**config.mk**
```make
export PLATFORM = sky130hd
export DESIGN_NAME = quoted_string_tokenizer
export DESIGN_NICKNAME = d
export VERILOG_FILES = /design/src/qst_pkg.sv /design/src/qst_ram.sv /design/src/qst_front.sv /design/src/qst_cmdq.sv /design/src/qst_back.sv /design/src/quoted_string_tokenizer.sv
export VERILOG_INCLUDE_DIRS = /design/src /design/src/src
export SDC_FILE = /design/constraint.sdc
export NUM_CORES = 1
export LEC_CHECK = 0
export BUFFER_PORTS_ARGS = -buffer_cell sky130_fd_sc_hd__buf_2
export CAP_MARGIN = 20
export CORE_MARGIN = 3
export CORE_UTILIZATION = 40
export DETAILED_ROUTE_END_ITERATION = 16
export GPL_TIMING_DRIVEN = 0
export PLACE_DENSITY_LB_ADDON = 0.15
export SLEW_MARGIN = 20
export SYNTH_ARGS = -nofsm -noshare
export SYNTH_HDL_FRONTEND = slang
export SYNTH_HIERARCHICAL = 1
export SYNTH_SLANG_ARGS = --single-unit
```
**constraint.sdc**
```tcl
create_clock -name i_clk -period 9 [get_ports i_clk]
set_input_delay 0.45 -clock i_clk [delete_from_list [all_inputs] [get_ports i_clk]]
set_output_delay 0.45 -clock i_clk [all_outputs]
set_load 0.01 [all_outputs]
```
**src/assert_macros.svh**
```systemverilog
// ----------------------------------------------------------------------------
// assert_macros.svh
// Assertion helpers shared by the tokenizer modules. They expect i_clk and
// i_rst_n in scope.
// ----------------------------------------------------------------------------
`ifndef ASSERT_MACROS_SVH
`define ASSERT_MACROS_SVH

// Check a property on every rising clock edge outside reset
`define QST_ASSERT(lbl, prop) \
    lbl: assert property (@(posedge i_clk) disable iff (!i_rst_n) (prop)) \
        else $error("qst assertion failed");

// Check that a condition never holds outside reset
`define QST_NEVER(lbl, cond) \
    lbl: assert property (@(posedge i_clk) disable iff (!i_rst_n) !(cond)) \
        else $error("qst forbidden condition seen");

`endif

```
**src/qst_pkg.sv**
```systemverilog
// ----------------------------------------------------------------------------
// qst_pkg
// Shared constants and types of the quoted string tokenizer.
// ----------------------------------------------------------------------------
package qst_pkg;

    // Held whitespace store
    localparam int WS_HOLD = 16;
    localparam int HC_W    = $clog2(WS_HOLD + 1);
    localparam int HA_W    = (WS_HOLD > 1) ? $clog2(WS_HOLD) : 1;

    // Direct results per command (besides the whitespace flush)
    localparam int DIR_N   = 4;
    localparam int DIR_W   = $clog2(DIR_N + 1);

    // Result queue in the back end
    localparam int OQ_D    = 4;
    localparam int OQ_AW   = $clog2(OQ_D);
    localparam int OQ_CW   = $clog2(OQ_D + 1);

    // Result kinds
    localparam logic [2:0] K_CHAR   = 3'd0;
    localparam logic [2:0] K_END    = 3'd1;
    localparam logic [2:0] K_PUNCT  = 3'd2;
    localparam logic [2:0] K_STREAM = 3'd3;
    localparam logic [2:0] K_ERR    = 3'd4;

    typedef struct packed {
        logic [2:0] kind;
        logic [7:0] ch;
        logic       fq;
    } t_res;

    // One command: flush held entries 0..flush_cnt-1, then n_dir results
    typedef struct packed {
        logic [HC_W-1:0]      flush_cnt;
        logic [DIR_W-1:0]     n_dir;
        t_res [DIR_N-1:0]     dir;
    } t_cmd;

    typedef struct packed {
        t_res res;
        logic run_last;
    } t_out;

endpackage

```
**src/qst_ram.sv**
```systemverilog
// ----------------------------------------------------------------------------
// qst_ram
// Generic single write, single read RAM with registered read data.
// ----------------------------------------------------------------------------
module qst_ram #(
    parameter  int W  = 8,
    parameter  int D  = 16,
    localparam int AW = (D > 1) ? $clog2(D) : 1
) (
    input  logic          i_clk,
    input  logic          i_we,
    input  logic [AW-1:0] i_wa,
    input  logic [W-1:0]  i_wd,
    input  logic [AW-1:0] i_ra,
    output logic [W-1:0]  o_rd
);

    logic [W-1:0] r_mem [D];

    // Write, and read old contents on a clash
    always_ff @(posedge i_clk) begin
        if (i_we) begin
            r_mem[i_wa] <= i_wd;
        end
        o_rd <= r_mem[i_ra];
    end

endmodule

```
**src/qst_front.sv**
```systemverilog
// ----------------------------------------------------------------------------
// qst_front
// Accepts bytes, tracks quoting state, holds whitespace in the store and
// turns each item into a command for the back end.
// ----------------------------------------------------------------------------
`include "assert_macros.svh"

module qst_front (
    input  logic                      i_clk,
    input  logic                      i_rst_n,
    input  logic [7:0]                i_ch,
    input  logic                      i_last_char,
    input  logic                      i_push,
    output logic                      o_full,
    input  logic                      i_cmdq_full,
    input  logic                      i_retire,
    output logic                      o_cmd_push,
    output qst_pkg::t_cmd             o_cmd,
    output logic                      o_we,
    output logic [qst_pkg::HA_W-1:0]  o_wa,
    output logic [7:0]                o_wd
);
    import qst_pkg::*;

    localparam logic [7:0] C_LPAR  = 8'h28;
    localparam logic [7:0] C_RPAR  = 8'h29;
    localparam logic [7:0] C_LBRK  = 8'h5B;
    localparam logic [7:0] C_RBRK  = 8'h5D;
    localparam logic [7:0] C_COMMA = 8'h2C;
    localparam logic [7:0] C_SEMI  = 8'h3B;
    localparam logic [7:0] C_LF    = 8'h0A;
    localparam logic [7:0] C_CR    = 8'h0D;
    localparam logic [7:0] C_QUOTE = 8'h22;
    localparam logic [7:0] C_BSL   = 8'h5C;

    function automatic logic is_ws(input logic [7:0] c);
        return (c == 8'h20) || (c inside {[8'h09:8'h0D]});
    endfunction

    function automatic logic is_punct(input logic [7:0] c);
        return c inside {C_LPAR, C_RPAR, C_LBRK, C_RBRK, C_COMMA, C_SEMI, C_LF, C_CR};
    endfunction

    logic            r_inq, n_inq;
    logic            r_bsh, n_bsh;
    logic            r_tko, n_tko;
    logic [HC_W-1:0] r_hc, n_hc;
    logic [1:0]      r_fout, n_fout;

    t_cmd             c_cmd;
    logic [DIR_W-1:0] c_nd;
    logic             c_we;
    logic [HA_W-1:0]  c_wa;
    logic             c_acc;

    // Stall on a full command queue, or in quotes while a flush still reads the store and new whitespace may land
    assign o_full = i_cmdq_full || (r_inq && (r_fout != 2'd0));
    assign c_acc  = i_push && !o_full;

    // Classify the item and build its command
    always_comb begin
        n_inq = r_inq;
        n_bsh = r_bsh;
        n_tko = r_tko;
        n_hc  = r_hc;
        c_cmd = '0;
        c_nd  = '0;
        c_we  = 1'b0;
        c_wa  = '0;
        if (r_inq) begin
            if (r_bsh) begin
                // escape: always yields a non-whitespace char first
                n_bsh = 1'b0;
                c_cmd.flush_cnt = n_hc;
                n_hc = '0;
                n_tko = 1'b1;
                if (i_ch == C_BSL || i_ch == C_QUOTE) begin
                    c_cmd.dir[c_nd[1:0]] = '{kind: K_CHAR, ch: i_ch, fq: 1'b1};
                    c_nd = c_nd + DIR_W'(1);
                end else begin
                    c_cmd.dir[c_nd[1:0]] = '{kind: K_CHAR, ch: C_BSL, fq: 1'b1};
                    c_nd = c_nd + DIR_W'(1);
                    if (!is_ws(i_ch)) begin
                        c_cmd.dir[c_nd[1:0]] = '{kind: K_CHAR, ch: i_ch, fq: 1'b1};
                        c_nd = c_nd + DIR_W'(1);
                    end else if (n_hc < HC_W'(WS_HOLD)) begin
                        c_we = 1'b1;
                        c_wa = n_hc[HA_W-1:0];
                        n_hc = n_hc + HC_W'(1);
                    end else begin
                        c_cmd.dir[c_nd[1:0]] = '{kind: K_ERR, ch: 8'h00, fq: 1'b1};
                        c_nd = c_nd + DIR_W'(1);
                    end
                end
            end else if (i_ch == C_QUOTE) begin
                // close quotes, drop held whitespace
                if (r_tko) begin
                    c_cmd.dir[c_nd[1:0]] = '{kind: K_END, ch: 8'h00, fq: 1'b1};
                    c_nd = c_nd + DIR_W'(1);
                end
                n_tko = 1'b0;
                n_hc  = '0;
                n_inq = 1'b0;
            end else if (i_ch == C_BSL) begin
                c_cmd.flush_cnt = n_hc;
                n_hc  = '0;
                n_bsh = 1'b1;
            end else if (!is_ws(i_ch)) begin
                c_cmd.flush_cnt = n_hc;
                n_hc = '0;
                c_cmd.dir[c_nd[1:0]] = '{kind: K_CHAR, ch: i_ch, fq: 1'b1};
                c_nd = c_nd + DIR_W'(1);
                n_tko = 1'b1;
            end else if (r_tko) begin
                // hold inner whitespace, or report overflow
                if (n_hc < HC_W'(WS_HOLD)) begin
                    c_we = 1'b1;
                    c_wa = n_hc[HA_W-1:0];
                    n_hc = n_hc + HC_W'(1);
                end else begin
                    c_cmd.dir[c_nd[1:0]] = '{kind: K_ERR, ch: 8'h00, fq: 1'b1};
                    c_nd = c_nd + DIR_W'(1);
                end
            end
        end else begin
            if (i_ch == C_QUOTE || is_punct(i_ch) || is_ws(i_ch)) begin
                if (r_tko) begin
                    c_cmd.dir[c_nd[1:0]] = '{kind: K_END, ch: 8'h00, fq: 1'b0};
                    c_nd = c_nd + DIR_W'(1);
                end
                n_tko = 1'b0;
                if (i_ch == C_QUOTE) begin
                    n_inq = 1'b1;
                end else if (is_punct(i_ch)) begin
                    c_cmd.dir[c_nd[1:0]] = '{kind: K_PUNCT, ch: i_ch, fq: 1'b0};
                    c_nd = c_nd + DIR_W'(1);
                end
            end else begin
                c_cmd.dir[c_nd[1:0]] = '{kind: K_CHAR, ch: i_ch, fq: 1'b0};
                c_nd = c_nd + DIR_W'(1);
                n_tko = 1'b1;
            end
        end
        // end of string: close up and return to reset state
        if (i_last_char) begin
            if (n_inq) begin
                c_cmd.dir[c_nd[1:0]] = '{kind: K_ERR, ch: 8'h00, fq: 1'b1};
                c_nd = c_nd + DIR_W'(1);
            end else if (n_tko) begin
                c_cmd.dir[c_nd[1:0]] = '{kind: K_END, ch: 8'h00, fq: 1'b0};
                c_nd = c_nd + DIR_W'(1);
            end
            c_cmd.dir[c_nd[1:0]] = '{kind: K_STREAM, ch: 8'h00, fq: 1'b0};
            c_nd  = c_nd + DIR_W'(1);
            n_inq = 1'b0;
            n_bsh = 1'b0;
            n_tko = 1'b0;
            n_hc  = '0;
        end
        c_cmd.n_dir = c_nd;
    end

    assign o_cmd      = c_cmd;
    assign o_cmd_push = c_acc && ((c_cmd.flush_cnt != '0) || (c_nd != '0));
    assign o_we       = c_acc && c_we;
    assign o_wa       = c_wa;
    assign o_wd       = i_ch;

    // Count flushes not yet fully read by the back end
    always_comb begin
        n_fout = r_fout;
        if (o_cmd_push && (c_cmd.flush_cnt != '0)) begin
            n_fout = n_fout + 2'd1;
        end
        if (i_retire) begin
            n_fout = n_fout - 2'd1;
        end
    end

    // Advance lexer state on an accepted item, and the flush count always
    always_ff @(posedge i_clk) begin
        if (!i_rst_n) begin
            r_inq  <= 1'b0;
            r_bsh  <= 1'b0;
            r_tko  <= 1'b0;
            r_hc   <= '0;
            r_fout <= 2'd0;
        end else begin
            if (c_acc) begin
                r_inq <= n_inq;
                r_bsh <= n_bsh;
                r_tko <= n_tko;
                r_hc  <= n_hc;
            end
            r_fout <= n_fout;
        end
    end

    `QST_ASSERT(a_bsh_state, r_bsh |-> (r_inq && (r_hc == '0)))
    `QST_NEVER(a_wr_during_flush, o_we && (r_fout != 2'd0))
    `QST_ASSERT(a_hc_bound, r_hc <= HC_W'(WS_HOLD))

endmodule

```
**src/qst_cmdq.sv**
```systemverilog
// ----------------------------------------------------------------------------
// qst_cmdq
// Two-entry command queue between the front end and the back end.
// ----------------------------------------------------------------------------
module qst_cmdq (
    input  logic          i_clk,
    input  logic          i_rst_n,
    input  logic          i_push,
    input  qst_pkg::t_cmd i_cmd,
    output logic          o_full,
    input  logic          i_pop,
    output qst_pkg::t_cmd o_cmd,
    output logic          o_empty
);
    import qst_pkg::*;

    t_cmd       r_q [2];
    logic       r_wp, r_rp;
    logic [1:0] r_cnt;
    logic       c_push, c_pop;

    assign o_full  = (r_cnt == 2'd2);
    assign o_empty = (r_cnt == 2'd0);
    assign c_push  = i_push && !o_full;
    assign c_pop   = i_pop && !o_empty;
    assign o_cmd   = r_q[r_rp];

    // Store commands
    always_ff @(posedge i_clk) begin
        if (c_push) begin
            r_q[r_wp] <= i_cmd;
        end
    end

    // Advance pointers and fill level
    always_ff @(posedge i_clk) begin
        if (!i_rst_n) begin
            r_wp  <= 1'b0;
            r_rp  <= 1'b0;
            r_cnt <= 2'd0;
        end else begin
            if (c_push) begin
                r_wp <= ~r_wp;
            end
            if (c_pop) begin
                r_rp <= ~r_rp;
            end
            r_cnt <= r_cnt + {1'b0, c_push} - {1'b0, c_pop};
        end
    end

endmodule

```
**src/qst_back.sv**
```systemverilog
// ----------------------------------------------------------------------------
// qst_back
// Carries out commands: reads the held whitespace out of the store, then
// emits the direct results, into a small result queue.
// ----------------------------------------------------------------------------
`include "assert_macros.svh"

module qst_back (
    input  logic                      i_clk,
    input  logic                      i_rst_n,
    input  qst_pkg::t_cmd             i_cmd,
    input  logic                      i_cmdq_empty,
    output logic                      o_cmd_pop,
    output logic [qst_pkg::HA_W-1:0]  o_ra,
    input  logic [7:0]                i_rd,
    output logic                      o_retire,
    output qst_pkg::t_out             o_out,
    output logic                      o_empty,
    input  logic                      i_pop
);
    import qst_pkg::*;

    t_cmd             r_cmd;
    logic             r_busy;
    logic [HC_W-1:0]  r_idx;
    logic [DIR_W-1:0] r_di;
    logic             r_rdp;
    logic             r_rdlast;

    t_out             r_oq [OQ_D];
    logic [OQ_AW-1:0] r_wp, r_rp;
    logic [OQ_CW-1:0] r_cnt;

    logic c_flush_left, c_dir_left, c_issue, c_dpush, c_done, c_load;
    logic c_opush, c_opop, c_last_rd;
    t_out c_odata;

    // Sequence the current command
    assign c_flush_left = r_busy && (r_idx < r_cmd.flush_cnt);
    assign c_dir_left   = r_busy && !c_flush_left && (r_di < r_cmd.n_dir);
    assign c_issue      = c_flush_left && ((r_cnt + OQ_CW'(r_rdp)) < OQ_CW'(OQ_D));
    assign c_dpush      = c_dir_left && !r_rdp && (r_cnt < OQ_CW'(OQ_D));
    assign c_done       = r_busy && !c_flush_left && (r_di == r_cmd.n_dir);
    assign c_load       = (!r_busy || c_done) && !i_cmdq_empty;
    assign c_last_rd    = (r_idx + HC_W'(1)) == r_cmd.flush_cnt;

    assign o_cmd_pop = c_load;
    assign o_ra      = r_idx[HA_W-1:0];
    assign o_retire  = c_issue && c_last_rd;

    // Pick what enters the result queue: read data first, then direct results
    always_comb begin
        if (r_rdp) begin
            c_odata = '{res: '{kind: K_CHAR, ch: i_rd, fq: 1'b1}, run_last: r_rdlast};
        end else begin
            c_odata = '{res: r_cmd.dir[r_di[1:0]],
                        run_last: (r_di + DIR_W'(1)) == r_cmd.n_dir};
        end
    end

    assign c_opush = r_rdp || c_dpush;
    assign c_opop  = i_pop && (r_cnt != '0);
    assign o_empty = (r_cnt == '0);
    assign o_out   = r_oq[r_rp];

    // Load commands, hold payload
    always_ff @(posedge i_clk) begin
        if (c_load) begin
            r_cmd <= i_cmd;
        end
        if (c_issue) begin
            r_rdlast <= c_last_rd && (r_cmd.n_dir == '0);
        end
        if (c_opush) begin
            r_oq[r_wp] <= c_odata;
        end
    end

    // Advance control state
    always_ff @(posedge i_clk) begin
        if (!i_rst_n) begin
            r_busy <= 1'b0;
            r_idx  <= '0;
            r_di   <= '0;
            r_rdp  <= 1'b0;
            r_wp   <= '0;
            r_rp   <= '0;
            r_cnt  <= '0;
        end else begin
            r_rdp <= c_issue;
            if (c_load) begin
                r_busy <= 1'b1;
                r_idx  <= '0;
                r_di   <= '0;
            end else begin
                if (c_done) begin
                    r_busy <= 1'b0;
                end
                if (c_issue) begin
                    r_idx <= r_idx + HC_W'(1);
                end
                if (c_dpush) begin
                    r_di <= r_di + DIR_W'(1);
                end
            end
            if (c_opush) begin
                r_wp <= r_wp + OQ_AW'(1);
            end
            if (c_opop) begin
                r_rp <= r_rp + OQ_AW'(1);
            end
            r_cnt <= r_cnt + OQ_CW'(c_opush) - OQ_CW'(c_opop);
        end
    end

    `QST_ASSERT(a_oq_bound, r_cnt <= OQ_CW'(OQ_D))
    `QST_ASSERT(a_rd_source, r_rdp |-> $past(r_busy))
    `QST_NEVER(a_busy_overrun, r_busy && (r_di > r_cmd.n_dir))

endmodule

```
**src/quoted_string_tokenizer.sv**
```systemverilog
// ----------------------------------------------------------------------------
// quoted_string_tokenizer
// Path: an item's command passes the command queue and the back end's command
//   register, and a held whitespace flush is read from the store first.
// Flow: the back end loads a command as the last one finishes and writes one
//   result at a time; a two-entry command queue takes up bursts, and items
//   inside quotes wait while a flush is read from the store.
// Reset: synchronous, active low; control state clears, the store is not cleared.
// ----------------------------------------------------------------------------
module quoted_string_tokenizer (
    input  logic       i_clk,
    input  logic       i_rst_n,
    input  logic [7:0] i_ch,
    input  logic       i_last_char,
    input  logic       push,
    output logic       full,
    output logic [2:0] o_kind,
    output logic [7:0] o_out_char,
    output logic       o_from_quotes,
    output logic       o_run_last,
    output logic       empty,
    input  logic       pop
);
    import qst_pkg::*;

    t_cmd            w_fcmd, w_bcmd;
    logic            w_fpush, w_cq_full, w_cq_empty, w_cq_pop, w_retire;
    logic            w_we;
    logic [HA_W-1:0] w_wa, w_ra;
    logic [7:0]      w_wd, w_rd;
    t_out            w_out;

    qst_front u_front (
        .i_clk       (i_clk),
        .i_rst_n     (i_rst_n),
        .i_ch        (i_ch),
        .i_last_char (i_last_char),
        .i_push      (push),
        .o_full      (full),
        .i_cmdq_full (w_cq_full),
        .i_retire    (w_retire),
        .o_cmd_push  (w_fpush),
        .o_cmd       (w_fcmd),
        .o_we        (w_we),
        .o_wa        (w_wa),
        .o_wd        (w_wd)
    );

    qst_cmdq u_cmdq (
        .i_clk   (i_clk),
        .i_rst_n (i_rst_n),
        .i_push  (w_fpush),
        .i_cmd   (w_fcmd),
        .o_full  (w_cq_full),
        .i_pop   (w_cq_pop),
        .o_cmd   (w_bcmd),
        .o_empty (w_cq_empty)
    );

    qst_ram #(
        .W (8),
        .D (WS_HOLD)
    ) u_ws_ram (
        .i_clk (i_clk),
        .i_we  (w_we),
        .i_wa  (w_wa),
        .i_wd  (w_wd),
        .i_ra  (w_ra),
        .o_rd  (w_rd)
    );

    qst_back u_back (
        .i_clk        (i_clk),
        .i_rst_n      (i_rst_n),
        .i_cmd        (w_bcmd),
        .i_cmdq_empty (w_cq_empty),
        .o_cmd_pop    (w_cq_pop),
        .o_ra         (w_ra),
        .i_rd         (w_rd),
        .o_retire     (w_retire),
        .o_out        (w_out),
        .o_empty      (empty),
        .i_pop        (pop)
    );

    // Present the oldest result
    assign o_kind        = w_out.res.kind;
    assign o_out_char    = w_out.res.ch;
    assign o_from_quotes = w_out.res.fq;
    assign o_run_last    = w_out.run_last;

endmodule

```
# Word level (Yosys, flattened, before mapping)
# Memories as Yosys holds them, arrays and structs flattened. A register that Yosys moved wholly into a read port is not among the register bits.
# Index checks and enable logic that the tools add are counted.
dict set report totals {
  mem_count 3
  latch_bits 0
  inputBits 13
  elab_cells 240
  regBits 32
  mem_bits_ro 0
  ramBits 292
}
# name depth width read_ports rd_clocked_by_memory_dff write_ports line_no
set mem_list {}
lappend mem_list {u_ws_ram.r_mem 16 8 1 1 1 qst_ram.sv:18} ;# logic [W-1:0] r_mem [D];
lappend mem_list {u_cmdq.r_q 2 56 1 1 1 qst_cmdq.sv:17} ;# t_cmd r_q [2];
lappend mem_list {u_back.r_oq 4 13 1 1 1 qst_back.sv:30} ;# t_out r_oq [OQ_D];
dict set report op_classes {
  addsub 15
  n_lt_le_gt_ge 14
  eq_ne 17
  shift 0
  n_reduce_logical 49
  bitwise_logic 12
  div_mod_pow 0
  mul 0
  n_mux 114
}
# cell count
set ops {}
lappend ops {{48-bit two-way mux} 6}
lappend ops {{12-bit two-way mux} 13}
lappend ops {{40-bit bitwise AND} 2}
lappend ops {{40-bit inverter} 2}
lappend ops {{12-bit demux with 2-bit select} 3}
lappend ops {{5-bit two-way mux} 14}
lappend ops {{48-bit bitwise mux} 1}
lappend ops {{8-bit by 6-bit equality test with 1-bit output, second input constant} 6}
lappend ops {{24-bit two-way mux} 2}
lappend ops {{3-bit two-way mux} 16}
lappend ops {{44-bit bitwise AND} 1}
lappend ops {{44-bit inverter} 1}
lappend ops {{1-bit two-way mux} 38}
lappend ops {{36-bit two-way mux} 1}
lappend ops {{9-bit two-way mux} 4}
lappend ops {{4-bit two-way mux} 7}
lappend ops {{12-bit binary-select mux with 2-bit select} 1}
lappend ops {{8-bit by 7-bit equality test with 1-bit output, second input constant} 3}
lappend ops {{1-bit logical AND} 22}
lappend ops {{10-bit two-way mux} 2}
lappend ops {{8-bit by 4-bit equality test with 1-bit output, second input constant} 2}
lappend ops {{8-bit OR} 2}
lappend ops {{13-bit two-way mux} 1}
lappend ops {{3-bit by 1-bit adder with 3-bit output, second input constant} 4}
lappend ops {{other kinds (33)} 67}

# Logic depth before layout (Yosys ltp)
dict set report logic_depth {
  depth_word 24
  depth_mapped 22
  mapped_depth_nobuf 21
}

# Modules after synthesis
# The synthesis kept the hierarchy.
# module area_each_um2 n_inst seq_area_each_um2 cells_each
set by_module_without_submodules {}
lappend by_module_without_submodules {qst_back 5243.8 1 3653.5 294}
lappend by_module_without_submodules {qst_ram 5147.4 1 4003.8 229}
lappend by_module_without_submodules {qst_cmdq 4439.3 1 3463.3 201}
lappend by_module_without_submodules {qst_front 1978.1 1 200.2 268}

# Worst setup path after synthesis
# OpenSTA, ideal clock, no wires.
dict set report synth_path {
  path_type {input port to flip-flop}
  startpoint {input port i_ch[6]}
  endpoint {memory u_cmdq/r_q[0][0] in the netlist's numbering (enable)}
  cell_stages 17
  arrival_ns 5.888
  setup_slack_ns 2.642
  path_cell_list {buf_6 -> or3_1 -> buf_6 -> o32ai_4 -> a21o_1 -> ha_1 -> mux2_4 -> o211ai_4 -> nand3_4 -> ha_1 -> a21oi_1 -> ha_1 -> and2_1 -> mux2i_1 -> a41oi_2 -> nand2_1 -> nor2_1}
}
dict set report synth_between {
  elab_chain_len 20
  word_cells_on_any_way 58
}
# element line_no
set synth_rtl {}
lappend synth_rtl {{start, declared} quoted_string_tokenizer.sv:13} ;# input logic [7:0] i_ch,
lappend synth_rtl {{8-bit by 4-bit greater-or-equal comparator with 1-bit output or 8-bit by 4-bit <= comparator with 1-bit output (tied branches)} qst_front.sv:37} ;# return (c == 8'h20) || (c inside {[8'h09:8'h0D]});
lappend synth_rtl {{1-bit logical AND} qst_front.sv:37}
lappend synth_rtl {{1-bit logical OR} qst_front.sv:37}
lappend synth_rtl {{3-bit two-way mux} qst_front.sv:108} ;# end else if (!is_ws(i_ch)) begin
lappend synth_rtl {{3-bit two-way mux} qst_front.sv:104} ;# end else if (i_ch == C_BSL) begin
lappend synth_rtl {{3-bit two-way mux} qst_front.sv:95} ;# end else if (i_ch == C_QUOTE) begin
lappend synth_rtl {{3-bit two-way mux} qst_front.sv:71} ;# if (r_bsh) begin
lappend synth_rtl {{3-bit two-way mux} qst_front.sv:70} ;# if (r_inq) begin
lappend synth_rtl {{[... 5 more ...]} --}
lappend synth_rtl {{3-bit two-way mux} qst_front.sv:145} ;# if (i_last_char) begin
lappend synth_rtl {{3-bit nonzero test} qst_front.sv:164} ;# assign o_cmd_push = c_acc && ((c_cmd.flush_cnt != '0) || (c_nd != '0));
lappend synth_rtl {{1-bit logical OR (*)} qst_front.sv:164}
lappend synth_rtl {{1-bit logical AND (*)} qst_front.sv:164}
lappend synth_rtl {{via w_fpush} quoted_string_tokenizer.sv:27} ;# logic w_fpush, w_cq_full, w_cq_empty, w_cq_pop, w_retire;
lappend synth_rtl {{1-bit logical AND (*)} qst_cmdq.sv:24} ;# assign c_push = i_push && !o_full;
lappend synth_rtl {{1-bit two-way mux (*)} qst_cmdq.sv:30} ;# if (c_push) begin
lappend synth_rtl {{1-bit two-way mux (implied by the code) (*)} qst_cmdq.sv:31} ;# r_q[r_wp] <= i_cmd;
lappend synth_rtl {{end, declared} qst_cmdq.sv:17}
# The timed path passes the listed nets; every way through them passes the cells marked *. The select of a mux whose other input is x is not followed.

# Final worst setup path
dict set report layout_path {
  startpoint {input port i_ch[2]}
  endpoint {register u_cmdq.r_cnt[1]}
}
dict set report layout_between {
  elab_chain_len 20
  word_cells_on_any_way 58
}
# element line_no
set layout_rtl {}
lappend layout_rtl {{8-bit by 4-bit greater-or-equal comparator with 1-bit output or 8-bit by 4-bit <= comparator with 1-bit output (tied branches)} qst_front.sv:37}
lappend layout_rtl {{1-bit logical AND} qst_front.sv:37}
lappend layout_rtl {{1-bit logical OR} qst_front.sv:37}
lappend layout_rtl {{3-bit two-way mux} qst_front.sv:108}
lappend layout_rtl {{3-bit two-way mux} qst_front.sv:104}
lappend layout_rtl {{3-bit two-way mux} qst_front.sv:95}
lappend layout_rtl {{3-bit two-way mux} qst_front.sv:71}
lappend layout_rtl {{3-bit two-way mux} qst_front.sv:70}
lappend layout_rtl {{[... 5 more ...]} --}
lappend layout_rtl {{3-bit two-way mux} qst_front.sv:145}
lappend layout_rtl {{3-bit nonzero test} qst_front.sv:164}
lappend layout_rtl {{1-bit logical OR (*)} qst_front.sv:164}
lappend layout_rtl {{1-bit logical AND (*)} qst_front.sv:164}
lappend layout_rtl {{via w_fpush} quoted_string_tokenizer.sv:27}
lappend layout_rtl {{1-bit logical AND (*)} qst_cmdq.sv:24}
lappend layout_rtl {{2-bit by 1-bit adder with 2-bit output (*)} qst_cmdq.sv:48} ;# r_cnt <= r_cnt + {1'b0, c_push} - {1'b0, c_pop};
lappend layout_rtl {{2-bit by 1-bit subtractor with 2-bit output (*)} qst_cmdq.sv:48}
lappend layout_rtl {{end signal, assigned} qst_cmdq.sv:48}
lappend layout_rtl {{end, declared} qst_cmdq.sv:19} ;# logic [1:0] r_cnt;
# Marks and branches as above.
# A chain may end at the register's enable or synchronous reset.

==> flow_summary_export.csv <==
group,metric,value,unit
critical_path,start_kind,"input pin",
sta,min_period,4.73,ns
critical_path,crit_fanout,10,
logic_synthesis,synth_top_area_share,0.623,
logic_synthesis,synth_top_area_cell,"edfxtp_1",
drt,viasPerCell,5.16,
floorplan,die_w,211,um
finish,diodes,0,
placed_design,port_buffers,24,
drt,dr_total_vias,8517,
logic_synthesis,ys_types,84,
critical_path,worstReg2RegEnd,"u_cmdq/r_cnt[1]",
clocking,cts_resized,0,
sta,maxSlewHeadroom,0.297,
finish,drive_gt1_frac,0.260,
global_routing,grt_pass1_vias,8601,
worst_hold_path,min_delay_path_depth,1,
clocking,clockRootBuffer,"clkbuf_16",
floorplan,dieHeight,211,um
sta,clock.fmax,211,MHz
outcome,status,"finished clean",
drt,route.detailed.drc,0,
clocking,cts_buffer_depth,3,
clocking,numCtsBuffers,43,
critical_path,rr_worst_depth,18,
critical_path,cp.arrival,5.19,ns
global_routing,grt.total_usage,0.154,
global_routing,grt_pass1_wl,51800,um
clocking,clkSinkCount,391,
sta,hold_viol,0,
finish,ff_latch_area,11300,um^2
drt,post_drt_wl_per_cell,20.6,um
sta,worstMarginPinSlew,1.05,ns
logic_synthesis,yosys-top-cells-count,"edfxtp_1 (349), nor2_1 (57), mux4_2 (43), dfxtp_1 (42), mux2_4 (41)",
sta,fin_skew,0.0228,ns
logic_synthesis,yosysSeqAreaShare,0.674,
critical_path,timing_worst_setup_path_type,"in2reg",
critical_path,end_kind,"flop",
clocking,ctsHoldBuffers,0,
logic_synthesis,yosys_warnings,6,
finish,nets,1130,
power_and_ir_drop,peakVddDrop,143,uV
logic_synthesis,synth_ff_type,"edfxtp_1",
global_routing,globalRouteOverflowTotal,0,
logic_synthesis,synth.area.top_cells,"edfxtp_1 (62%), mux4_2 (5.8%), dfxtp_1 (5.0%)",
logic_synthesis,synth-seq-cells,391,
drt,first_iter_violations,578,
finish,area_delta_synth_final,14.3,%
floorplan,io_pins,28,
placed_design,gp_congestion,0.818,
finish,utilization,0.466,
clocking,clk_latency,0.54,ns
finish,fillers,3516,
clocking,cts_tree,"done",
sta,tns,0,ns
worst_hold_path,hold_start,"i_ch[4]",
sta,setup_viol,0,
logic_synthesis,async_flop_share,0,
sta,fin_crit_sh,0.526,
power_and_ir_drop,p_leak,0.00667,uW
clocking,cts_setup_buffers,0,
floorplan,initial_core_util,0.408,
worst_hold_path,min_path_type,"in2reg",
global_routing,antenna_found_initial,2,
logic_synthesis,synth_edf_count,349,
sta,slew_violations,0,
floorplan,rows,74,
critical_path,r2r_slack,4.86,ns
clocking,h-tree-depth,2,
global_routing,grt_start_max_net_pins,42,
logic_synthesis,synth_most_common_cell,"edfxtp_1",
drt,wirelength,34000,um
sta,rsz0062_at_grt,"no",
power_and_ir_drop,power_density,274,nW/um^2
drt,ant_nets,0,
worst_hold_path,min_to,"u_ws_ram/r_mem[7][4]",
floorplan,core,41200,um^2
logic_synthesis,synth_area,16800,um^2
logic_synthesis,avgSynthCellArea,16.9,um^2
finish,multiInputGateArea,4990,um^2
run,maxCapViolCount,0,
logic_synthesis,synthCells,992,
floorplan,die_area,44500,um^2
clocking,clk_pin_slew,0.06,ns
placed_design,dp_hpwl,23100,um
critical_path,rr_startpoint,"u_front/r_tko",
drt,drt_first_pass_iters,4,
critical_path,crit_required,9.46,ns
[placed cells by master (no fill, tap or decap), types with 13 or more instances in the layout]
cell	synthesis	layout
clkbuf_16	0	44
buf_4	31	33
buf_2	7	31
xnor2_1	15	15
mux2_2	24	24
edfxtp_1	349	349
dfxtp_1	42	42
o21ai_0	15	15
mux4_1	14	14
a22oi_1	17	17
a21oi_1	16	15
nand2_1	30	30
nor2_1	57	56
and2_1	34	34
inv_1	32	32
mux4_2	43	43
conb_1	1	16
buf_6	12	13
clkbuf_1	14	26
mux2_4	41	41
ha_1	30	30
[where the power goes]
part / switching (uW) / total, uW / internal, uW
logic: 590 / 1140 / 554
clock network: 673 / 1590 / 916
registers: 110 / 2520 / 2410
[layout make-up]
class	count	area share
clock buffers	58	0.0611
plain buffers	67	0.0253
repair buffers	34	0.0177
flip-flops and latches	391	0.589
well taps	532	0.0346
inverters	33	0.00645
multi-input cells	516	0.260
clock inverters	21	0.00593
[cells by family (layout without fill, tap and decap cells)]
family / after synthesis / after routing / synth area share
buffers and inverters: 100 / 213 / 0.0363
XOR/XNOR: 25 / 25 / 0.0130
AO/OA/AOI/OAI: 102 / 102 / 0.0466
multiplexers: 131 / 131 / 0.138
flip-flops: 391 / 391 / 0.674
AND/OR/NAND/NOR: 211 / 211 / 0.0686
adder cells (fa/ha/maj): 31 / 31 / 0.0235
other: 1 / 16 / 0.000223
[worst max-delay path: stages]
cell	delay (ns)
buf_2	0.12
clkbuf_1	0.37
nor2b_1	0.26
nand4_1	0.12
nand2_1	0.30
a21o_1	0.21
ha_1	0.26
mux2_4	0.29
o211ai_4	0.09
nand3_4	0.14
ha_1	0.33
a21oi_1	0.20
ha_1	0.25
and2_1	0.19
mux2i_1	0.19
a41oi_2	0.29
nand2_1	0.18
ha_1	0.32
inv_1	0.04
ha_1	0.19
xor2_1	0.15
and2_1	0.15
nor3_1	0.11
[state kept, by name, indices dropped and copies added (netlist names), 3 cells and up, named ones only]
| signal | cells |
|---|---|
| u_back/r_idx | 5 |
| u_back/r_cnt | 3 |
| u_cmdq/r_q | 112 |
| u_front/r_hc | 5 |
| u_back/r_oq | 52 |
| u_ws_ram/o_rd | 8 |
| u_ws_ram/r_mem | 128 |
| u_back/r_di | 3 |
| u_back/r_cmd | 56 |
[how the worst max path moves through the flow]
stage            start                end
5_1_grt        i_ch[2]    u_cmdq/r_cnt[1]
6_report       i_ch[2]    u_cmdq/r_cnt[1]
3_5_place_dp   i_ch[2]  u_cmdq/r_q[0][41]
2_1_floorplan  i_ch[6]   u_cmdq/r_q[0][0]
3_3_place_gp   i_ch[0]  u_cmdq/r_q[0][47]
4_1_cts        i_ch[2]    u_cmdq/r_cnt[1]
[layer usage]
layer  global-route usage  vias to the layer above  share of wire
li1                     -                     4006              -
met1                0.225                     4308           0.48
met2                0.244                      151           0.46
met3               0.0269                       50          0.043
met4               0.0353                        2          0.015
met5                    0                        -        0.00038
[metrics by stage]
stage	std cells	setup WS [ns]	area (um^2)	hold WS, ns	total power (uW)
6_report	1652	4.27	19200	0.243	5250
3_5_place_dp	1573	3.74	17900	0.506	3730
2_1_floorplan	1007	2.64	16900	0.455	3310
5_1_grt	1652	3.85	19200	0.234	5530
3_3_place_gp	1563	0.272	17700	0.464	3640
4_1_cts	1652	4.28	19200	0.220	5340
Note: power is estimated with default switching activity, not from simulation.
